`src/bfr_pkg.sv`:
```
// Shared types and constants for the bitmap font text renderer.
// Holds command/config codes, size limits and the controller/datapath structs.
// No dependencies.
`default_nettype none

package bfr_pkg;

    // Default storage sizes, handed to the top-level parameters
    localparam int GLYPH_ENTRIES_DEF = 256;
    localparam int BITMAP_BYTES_DEF  = 4096;

    // Glyph size limits
    localparam logic [6:0] MAX_GLYPH_W = 7'd64;
    localparam logic [6:0] MAX_GLYPH_H = 7'd64;

    // Configuration port geometry
    localparam int CFG_IDX_W  = 3;
    localparam int CFG_DATA_W = 16;

    // Command codes
    localparam logic [1:0] CMD_WRITE_CHAR = 2'd0;
    localparam logic [1:0] CMD_SET_CURSOR = 2'd1;
    localparam logic [1:0] CMD_LOAD_DESC  = 2'd2;
    localparam logic [1:0] CMD_LOAD_BYTE  = 2'd3;

    // Configuration register indexes
    localparam logic [2:0] CFG_FIRST_CHAR = 3'd0;
    localparam logic [2:0] CFG_LAST_CHAR  = 3'd1;
    localparam logic [2:0] CFG_CHAR_GAP   = 3'd2;
    localparam logic [2:0] CFG_FG_COLOR   = 3'd3;
    localparam logic [2:0] CFG_BG_COLOR   = 3'd4;
    localparam logic [2:0] CFG_WRAP_EN    = 3'd5;
    localparam logic [2:0] CFG_DISP_WIDTH = 3'd6;
    localparam logic [2:0] CFG_NL_STEP    = 3'd7;

    // Control characters
    localparam logic [7:0] CHAR_LF = 8'h0A;
    localparam logic [7:0] CHAR_CR = 8'h0D;

    // Controller -> datapath commands
    typedef struct packed {
        logic accept;      // take the item on the input ports
        logic latch_desc;  // capture the glyph descriptor read
        logic reduce;      // fold bitmap base into range, then load address
        logic fetch;       // issue one bitmap byte read
        logic emit;        // load output registers with one column
        logic advance;     // move cursor past the character
    } t_ctl;

    // Datapath -> controller status
    typedef struct packed {
        logic render;      // item on the ports is a printable character
        logic base_ok;     // bitmap base is inside the store
        logic fetch_last;  // current byte is the last of the column
        logic bpc_zero;    // glyph has zero height
        logic width_zero;  // glyph has zero width
        logic col_last;    // current column is the last one
    } t_sts;

endpackage

`default_nettype wire

```
`src/bfr_ctrl.sv`:
```
// Controller state machine of the bitmap font text renderer.
// Sequences descriptor lookup, byte fetch, column emit and cursor advance.
// Depends on bfr_pkg.
`default_nettype none

module bfr_ctrl
    import bfr_pkg::*;
(
    input  wire logic i_clk,
    input  wire logic i_rst_n,
    input  wire logic i_start,
    input  wire t_sts i_sts,
    output t_ctl      o_ctl,
    output logic      o_busy
);

    typedef enum logic [2:0] {
        S_IDLE,
        S_DESC,
        S_REDUCE,
        S_FETCH,
        S_DRAIN,
        S_EMIT,
        S_ADVANCE
    } t_state;

    t_state r_state;
    t_state n_state;
    logic   accept;

    assign accept = i_start && (r_state == S_IDLE);

    always_comb begin
        n_state = r_state;
        unique case (r_state)
            S_IDLE: begin
                if (accept && i_sts.render) n_state = S_DESC;
            end
            S_DESC: n_state = S_REDUCE;
            S_REDUCE: begin
                if (i_sts.base_ok) begin
                    if (i_sts.width_zero)    n_state = S_ADVANCE;
                    else if (i_sts.bpc_zero) n_state = S_EMIT;
                    else                     n_state = S_FETCH;
                end
            end
            S_FETCH: begin
                if (i_sts.fetch_last) n_state = S_DRAIN;
            end
            S_DRAIN: n_state = S_EMIT;
            S_EMIT: begin
                if (i_sts.col_last)      n_state = S_ADVANCE;
                else if (i_sts.bpc_zero) n_state = S_EMIT;
                else                     n_state = S_FETCH;
            end
            S_ADVANCE: n_state = S_IDLE;
            default:   n_state = S_IDLE;
        endcase
    end

    always_ff @(posedge i_clk) begin
        if (!i_rst_n) begin
            r_state <= S_IDLE;
        end else begin
            r_state <= n_state;
        end
    end

    always_comb begin
        o_ctl            = '0;
        o_ctl.accept     = accept;
        o_ctl.latch_desc = (r_state == S_DESC);
        o_ctl.reduce     = (r_state == S_REDUCE);
        o_ctl.fetch      = (r_state == S_FETCH);
        o_ctl.emit       = (r_state == S_EMIT);
        o_ctl.advance    = (r_state == S_ADVANCE);
    end

    assign o_busy = (r_state != S_IDLE);

`ifndef ASSERT_OFF
    a_fetch_needs_bytes: assert property (@(posedge i_clk) disable iff (!i_rst_n)
        (r_state == S_FETCH) |-> !i_sts.bpc_zero)
        else $error("byte fetch on a zero-height glyph");

    a_drain_after_fetch: assert property (@(posedge i_clk) disable iff (!i_rst_n)
        (r_state == S_DRAIN) |-> ($past(r_state) == S_FETCH))
        else $error("drain entered without a fetch");

    a_last_col_advances: assert property (@(posedge i_clk) disable iff (!i_rst_n)
        (r_state == S_EMIT && i_sts.col_last) |=> (r_state == S_ADVANCE))
        else $error("last column did not advance the cursor");
`endif

endmodule

`default_nettype wire

```
`config.mk`:
```
export PLATFORM = sky130hd
export DESIGN_NAME = bfr_ctrl
export DESIGN_NICKNAME = d
export VERILOG_FILES = /design/src/bfr_pkg.sv /design/src/bfr_ctrl.sv
export SDC_FILE = /design/constraint.sdc
export NUM_CORES = 1
export LEC_CHECK = 0
export BUFFER_PORTS_ARGS = -buffer_cell sky130_fd_sc_hd__buf_2
export CORE_AREA = 5 5 42 44
export DETAILED_ROUTE_END_ITERATION = 10
export DIE_AREA = 0 0 47 49
export PLACE_DENSITY = 0.54
export SETUP_SLACK_MARGIN = 0.5
export SLEW_MARGIN = 40
export SYNTH_ARGS = -nofsm -noshare
export SYNTH_HDL_FRONTEND = slang
export SYNTH_SLANG_ARGS = --single-unit
```
`constraint.sdc`:
```
create_clock -name i_clk -period 2.05 [get_ports i_clk]
set_input_delay 0.205 -clock i_clk [delete_from_list [all_inputs] [get_ports i_clk]]
set_output_delay 0.205 -clock i_clk [all_outputs]
set_load 0.05 [all_outputs]
```
==> results of run 1 <==
-- layer usage --
metal	vias up	wire (µm)
met3	0	107
met5	-	0
met4	0	0
li1	171	-
met2	17	324
met1	134	287
-- stage by stage --
step                total power (µW)  cell area (µm²)
floorplan                      397.9            315.3
CTS                            547.3            404.1
global route                   587.5            411.6
finish                         542.6            411.6
detailed placement             426.4            372.9
global placement               424.9            372.9
-- repair_timing --
item / in CTS / in global routing
pin swaps: 0 / 0
endpoints found under the setup margin: 1 / 3
resized for setup: 3 / 3
-- worst max-delay path by stage --
stage | start | endpoint | slack (ns) | cells past startpoint
final | r_state[0]$_SDFFE_PN0P_ | o_ctl[5] | 0.55 | 3
after CTS | r_state[2]$_SDFFE_PN0P_ | o_ctl[5] | 0.51 | 3
after detailed placement | r_state[0]$_SDFFE_PN0P_ | o_ctl[5] | 0.66 | 3
after global routing | r_state[0]$_SDFFE_PN0P_ | o_ctl[5] | 0.51 | 3
after global placement | r_state[0]$_SDFFE_PN0P_ | o_ctl[5] | 0.66 | 3
after floorplan | r_state[1]$_SDFFE_PN0P_ | o_ctl[0] | 0.66 | 3
-- power by group through the flow --
stage	sequential [µW]	clock, µW	combinational (µW)
floorplan	85.6	0	312
global placement	121	0	303
detailed placement	122	0	304
CTS	125	113	309
global route	136	120	331
finish	126	106	311
-- area by class of cell --
cell class              instances  area (µm²)  share of cell area
multi-input cells              33       210.2              0.5106
repair buffers                 15       81.33              0.1976
flip-flops and latches          3       66.31              0.1611
clock buffers                   4       26.28             0.06383
well taps                      16       20.02             0.04863
inverters                       2       7.507             0.01824
-- worst reg2reg max path: cells and delay by family (launching register included) --
| kind | cells | cell delay, ns |
|---|---|---|
| flops | 1 | 0.43 |
| simple gates | 4 | 0.64 |
-- cells by family (layout without fill, tap and decap cells) --
logic type | count (synthesis) | in the layout
and+or+nand+nor | 22 | 22
AOI/OAI and AO/OA | 11 | 11
buffers and inverters | 6 | 21
DFF | 3 | 3
-- cell usage in the layout, fill, tap and decap left out, drive strengths merged, types with 2 or more instances in the layout --
master / n
o21ai: 2
dfxtp: 3
inv: 2
nor2: 6
and2: 2
a21oi: 5
clkbuf: 4
nand2: 4
nand2b: 2
buf: 15
nor3: 2
and3b: 2
==> flow_summary.json, run 1 <==
{
  "status": "finished clean",
  "critPathKind": "reg2out",
  "drive_gt1_frac": 0.4912,
  "cp.required_ns": 1.85,
  "synth_area_um2": 310.3,
  "synth_compound_area_frac": 0.2379,
  "rrSetupSlack_ns": 0.87,
  "reg_top3": "r_state x3",
  "synthAdderAreaFrac": 0,
  "synth_most_common_cell": "nor2_1",
  "slowest_delay_ns": 0.40,
  "synth_top_flop_cell": "dfxtp_1",
  "rsz0062_at_grt": "false",
  "tightest_slew_ns": 0.2508,
  "hold_violations": 0,
  "top_register": "r_state",
  "pwr-share-clk": 0.195,
  "antenna_found_initial": 0,
  "setup_ws_ns": 0.5460,
  "ys_top_cells_by_area": "dfxtp_1, buf_6, a21oi_1",
  "fin_crit_ns": 1.504,
  "grt_util_met2": 0.09276,
  "h-tree-depth": 1,
  "globalRouteOverflowTotal": 0,
  "ir_drop_mv": 0.3416,
  "synth_edf_count": 0,
  "rr_startpoint": "r_state[1]$_SDFFE_PN0P_",
  "drv_cap": 0,
  "synth_top_cell_area_share": 0.1935,
  "crit_path_top_delay_cell": "or3_4",
  "synth_xor_area_frac": 0,
  "whs_ns": 0.2261,
  "met1_usage": 0.07002,
  "finClkSkew_ns": 0.001517,
  "grt_pass1_wl_um": 1035,
  "path_clk_slew_ns": 0.04,
  "min_to": "r_state[0]$_SDFFE_PN0P_",
  "synth.largest_area_cell": "dfxtp_1",
  "power_switching_uw": 275.0,
  "drt_first_pass_iters": 4,
  "path_max_fanout": 12,
  "p_seq_frac": 0.232,
  "combPwrFrac": 0.573,
  "final_core_util": 0.2938,
  "min_path_cells": 2,
  "gp_congestion": 0.6961,
  "leakage_uw": 0.0002007,
  "cts_tree": "done",
  "critPathLaunchType": "register",
  "ys_seq_area_frac": 0.1935,
  "yosys_warnings": 0,
  "root_buffer": "clkbuf_4",
  "via_per_inst": 4.411,
  "core-area_mm2": 0.001401,
  "die_area_mm2": 0.002303,
  "synth-async-reset-ratio": 0,
  "drt-wirelength-per-cell_um": 9.849,
  "hp-start": "i_rst_n",
  "io_pins": 16,
  "r2r_cells": 4,
  "yosys-mux-area-fraction": 0,
  "fin_cells": 73,
  "cts.sinks": 3,
  "critPathTopFamily": "simple AND/OR/NAND/NOR gates",
  "end_kind": "output port",
  "ys_seq_elements": 3,
  "max_clock_freq_mhz": 664.9,
  "cts_buffers": 3,
  "reg2reg_to": "r_state[2]$_SDFFE_PN0P_",
  "synth_area_per_cell_um2": 7.388,
  "totalWireLength_um": 719,
  "synth_common_cells": "nor2_1, a21oi_1, nand2_1",
  "busiest_layer": "met2",
  "postRouteAntennaNets": 0,
  "p_sw_frac": 0.5068,
  "syn_inst": 42,
  "start_util": 0.2214,
  "grt_util_met3": 0.05535,
  "row_count": 14,
  "worstPathArrival_ns": 1.30,
  "period_share": 0.7337,
  "fill_cells": 154,
  "n_antenna_cell": 0,
  "timing.slew.headroom": 0.8340,
  "cp_cell_sequence": "or3_4 > nor2_1 > buf_6",
  "hpwl_um": 560.5,
  "internal-power_uw": 267.6,
  "min_path_type": "in2reg",
  "fin_setup_tns_ns": 0,
  "syn_nets": 51,
  "port_buffers": 15,
  "finalSetupViolCount": 0,
  "clock_path_buffers": 2,
  "die_x_um": 47,
  "fin_nets": 67,
  "dpl_worst_slack_ns": 0.6598,
  "grt_use_total": 0.06821,
  "crit_buf_inv": 1,
  "place_inst": 69,
  "yosysUniqueCellTypes": 25,
  "areaGrowthSynthToFinish_pct": 32.66,
  "postCtsSetupBuffers": 0,
  "grt_pass1_vias": 262,
  "synth_top_family_by_area": "simple AND/OR/NAND/NOR gates",
  "maxSlewViolCount": 0,
  "grt_max_degree": 14,
  "drc_errors": 0,
  "drt_iter0_drc": 2,
  "synthSimpleGateAreaFrac": 0.4234,
  "clk_latency_ns": 0.24,
  "largest_reg_flops": 3,
  "powerDensity_mw_per_mm2": 1318,
  "die_h_um": 49,
  "holdBufCountCts": 0,
  "vias": 322
}
Note: power is estimated with default switching activity, not from simulation.
==> inputs of run 2 (changes only) <==
==> constraint.sdc (replaced) <==
create_clock -name i_clk -period 1.5 [get_ports i_clk]
set_input_delay 0.15 -clock i_clk [delete_from_list [all_inputs] [get_ports i_clk]]
set_output_delay 0.15 -clock i_clk [all_outputs]
set_load 0.05 [all_outputs]
==> run 2 against run 1 <==
  * Register-to-register slack worse by 0.54 ns
  * Critical endpoint unchanged
  * First-iteration DRC count grew to 3.0 times the previous value
  * Die area unchanged
  * Sequential cell count stayed put
  * Sequential power is 13% higher
  * Global-route usage up 3.2 points
==> flow_summary.json, run 2 (same netlist as run 1, synthesis figures left out) <==
{
  "status": "finished clean",
  "place_area_um2": 409.1,
  "crit_buf_inv": 1,
  "path_clk_slew_ns": 0.04,
  "drc_errors": 0,
  "cts.sinks": 3,
  "die_x_um": 47,
  "n_antenna_cell": 0,
  "mostFrequentLayoutCells": "buf_6, buf_2, nor2_4, a21oi_1, buf_8",
  "port_buffers": 15,
  "io_pins": 16,
  "fin_setup_tns_ns": 0,
  "core-area_mm2": 0.001401,
  "period_share": 0.9180,
  "areaGrowthSynthToFinish_pct": 118.1,
  "postRouteAntennaNets": 0,
  "grt_max_degree": 7,
  "grt_pass1_wl_um": 1669,
  "critPathTopFamily": "simple AND/OR/NAND/NOR gates",
  "cts_buffers": 3,
  "cp.required_ns": 1.35,
  "path_max_fanout": 3,
  "dpl_worst_slack_ns": 0.1520,
  "total_power_uw": 1084,
  "root_buffer": "clkbuf_4",
  "die_area_mm2": 0.002303,
  "maxSlewViolCount": 0,
  "largest_reg_flops": 3,
  "fin_crit_ns": 1.377,
  "clock_path_buffers": 2,
  "worstPathArrival_ns": 1.23,
  "hpwl_um": 603.8,
  "die_h_um": 49,
  "layout_commonest_cell": "buf_6",
  "cts_tree": "done",
  "start_util": 0.2214,
  "rsz0062_at_grt": "true",
  "min_path_type": "in2reg",
  "fill_cells": 141,
  "grt_pass1_vias": 435,
  "row_count": 14,
  "gp_congestion": 0.6843,
  "cp_cell_sequence": "or3_4 > nor2_4 > buf_8",
  "finClkSkew_ns": 0.002121,
  "timing.slew.headroom": 0.8342,
  "critPathLaunchType": "register",
  "fin_nets": 80,
  "drt_iter0_drc": 6,
  "powerDensity_mw_per_mm2": 1602,
  "via_per_inst": 4.314,
  "worst-path-stages": 3,
  "design_area_um2": 676.9,
  "tightest_slew_ns": 0.2505,
  "ir_drop_mv": 0.6958,
  "critPathKind": "reg2out",
  "drt-wirelength-per-cell_um": 11.86,
  "slowest_delay_ns": 0.41,
  "leakage_uw": 0.0003076,
  "totalWireLength_um": 1020,
  "setup_ws_ns": 0.1230,
  "clk_latency_ns": 0.23,
  "min_path_cells": 3,
  "h-tree-depth": 1,
  "drive_gt1_frac": 0.7143,
  "top_register": "r_state",
  "crit_path_top_delay_cell": "or3_4",
  "holdBufCountCts": 0,
  "antenna_found_initial": 0,
  "finalSetupViolCount": 0,
  "drv_cap": 0,
  "vias": 371,
  "hold_violations": 0,
  "reg_top3": "r_state x3",
  "grt_use_total": 0.1007,
  "r2r_cells": 5,
  "end_kind": "output port",
  "globalRouteOverflowTotal": 0,
  "max_clock_freq_mhz": 726.2,
  "drt_first_pass_iters": 3
}
-- run 2: repair_timing --
item,4_1_cts,5_1_grt
endpoints found under the setup margin,10,10
setup buffers,9,3
resized for setup,29,12
pin swaps,9,8
-- run 2: report_power, final --
part	internal, µW	switching [µW]
combinational	387	414
sequential	112	29.9
clock	99.7	41.3
-- run 2: path summary, 6_finish.rpt --
path	from	end	slack (ns)
min reg2reg	r_state[2]$_SDFFE_PN0P_	r_state[0]$_SDFFE_PN0P_	0.74
max	r_state[0]$_SDFFE_PN0P_	o_ctl[5]	0.12
max reg2reg	r_state[2]$_SDFFE_PN0P_	r_state[2]$_SDFFE_PN0P_	0.33
min	i_rst_n	r_state[1]$_SDFFE_PN0P_	0.16
-- run 2: layout make-up --
cell class	count	area (µm²)	share of cell area
Tap cell	16	20.02	0.02957
Inverter	2	7.507	0.01109
Sequential cell	3	71.32	0.1054
Clock buffer	4	26.28	0.03882
Timing Repair Buffer	28	262.8	0.3882
Multi-Input combinational cell	33	289.0	0.4270
-- run 2: worst register-to-register path, delay by kind of cell (launching register included) --
kind                   cells  cell delay [ns]
AND/OR/NAND/NOR            3             0.45
flip-flops                 1             0.36
buffers and inverters      1             0.13
AO/OA/AOI/OAI              1             0.12
-- run 2: through the flow --
stage | hold slack (ns) | instances | util
2_1_floorplan | 0.2670 | 42 | -
3_3_place_gp | 0.4210 | 70 | 0.2920
3_5_place_dp | 0.4143 | 70 | 0.2920
4_1_cts | 0.1589 | 83 | 0.4313
5_1_grt | 0.1631 | 86 | 0.4830
6_report | 0.1649 | 86 | 0.4830
-- run 2: layer usage --
metal	track usage	up-vias	wire length (µm)
li1	-	197	-
met1	0.1055	166	409
met2	0.1606	8	572
met3	0.007380	0	39
met4	0.1014	0	0
met5	0	-	0
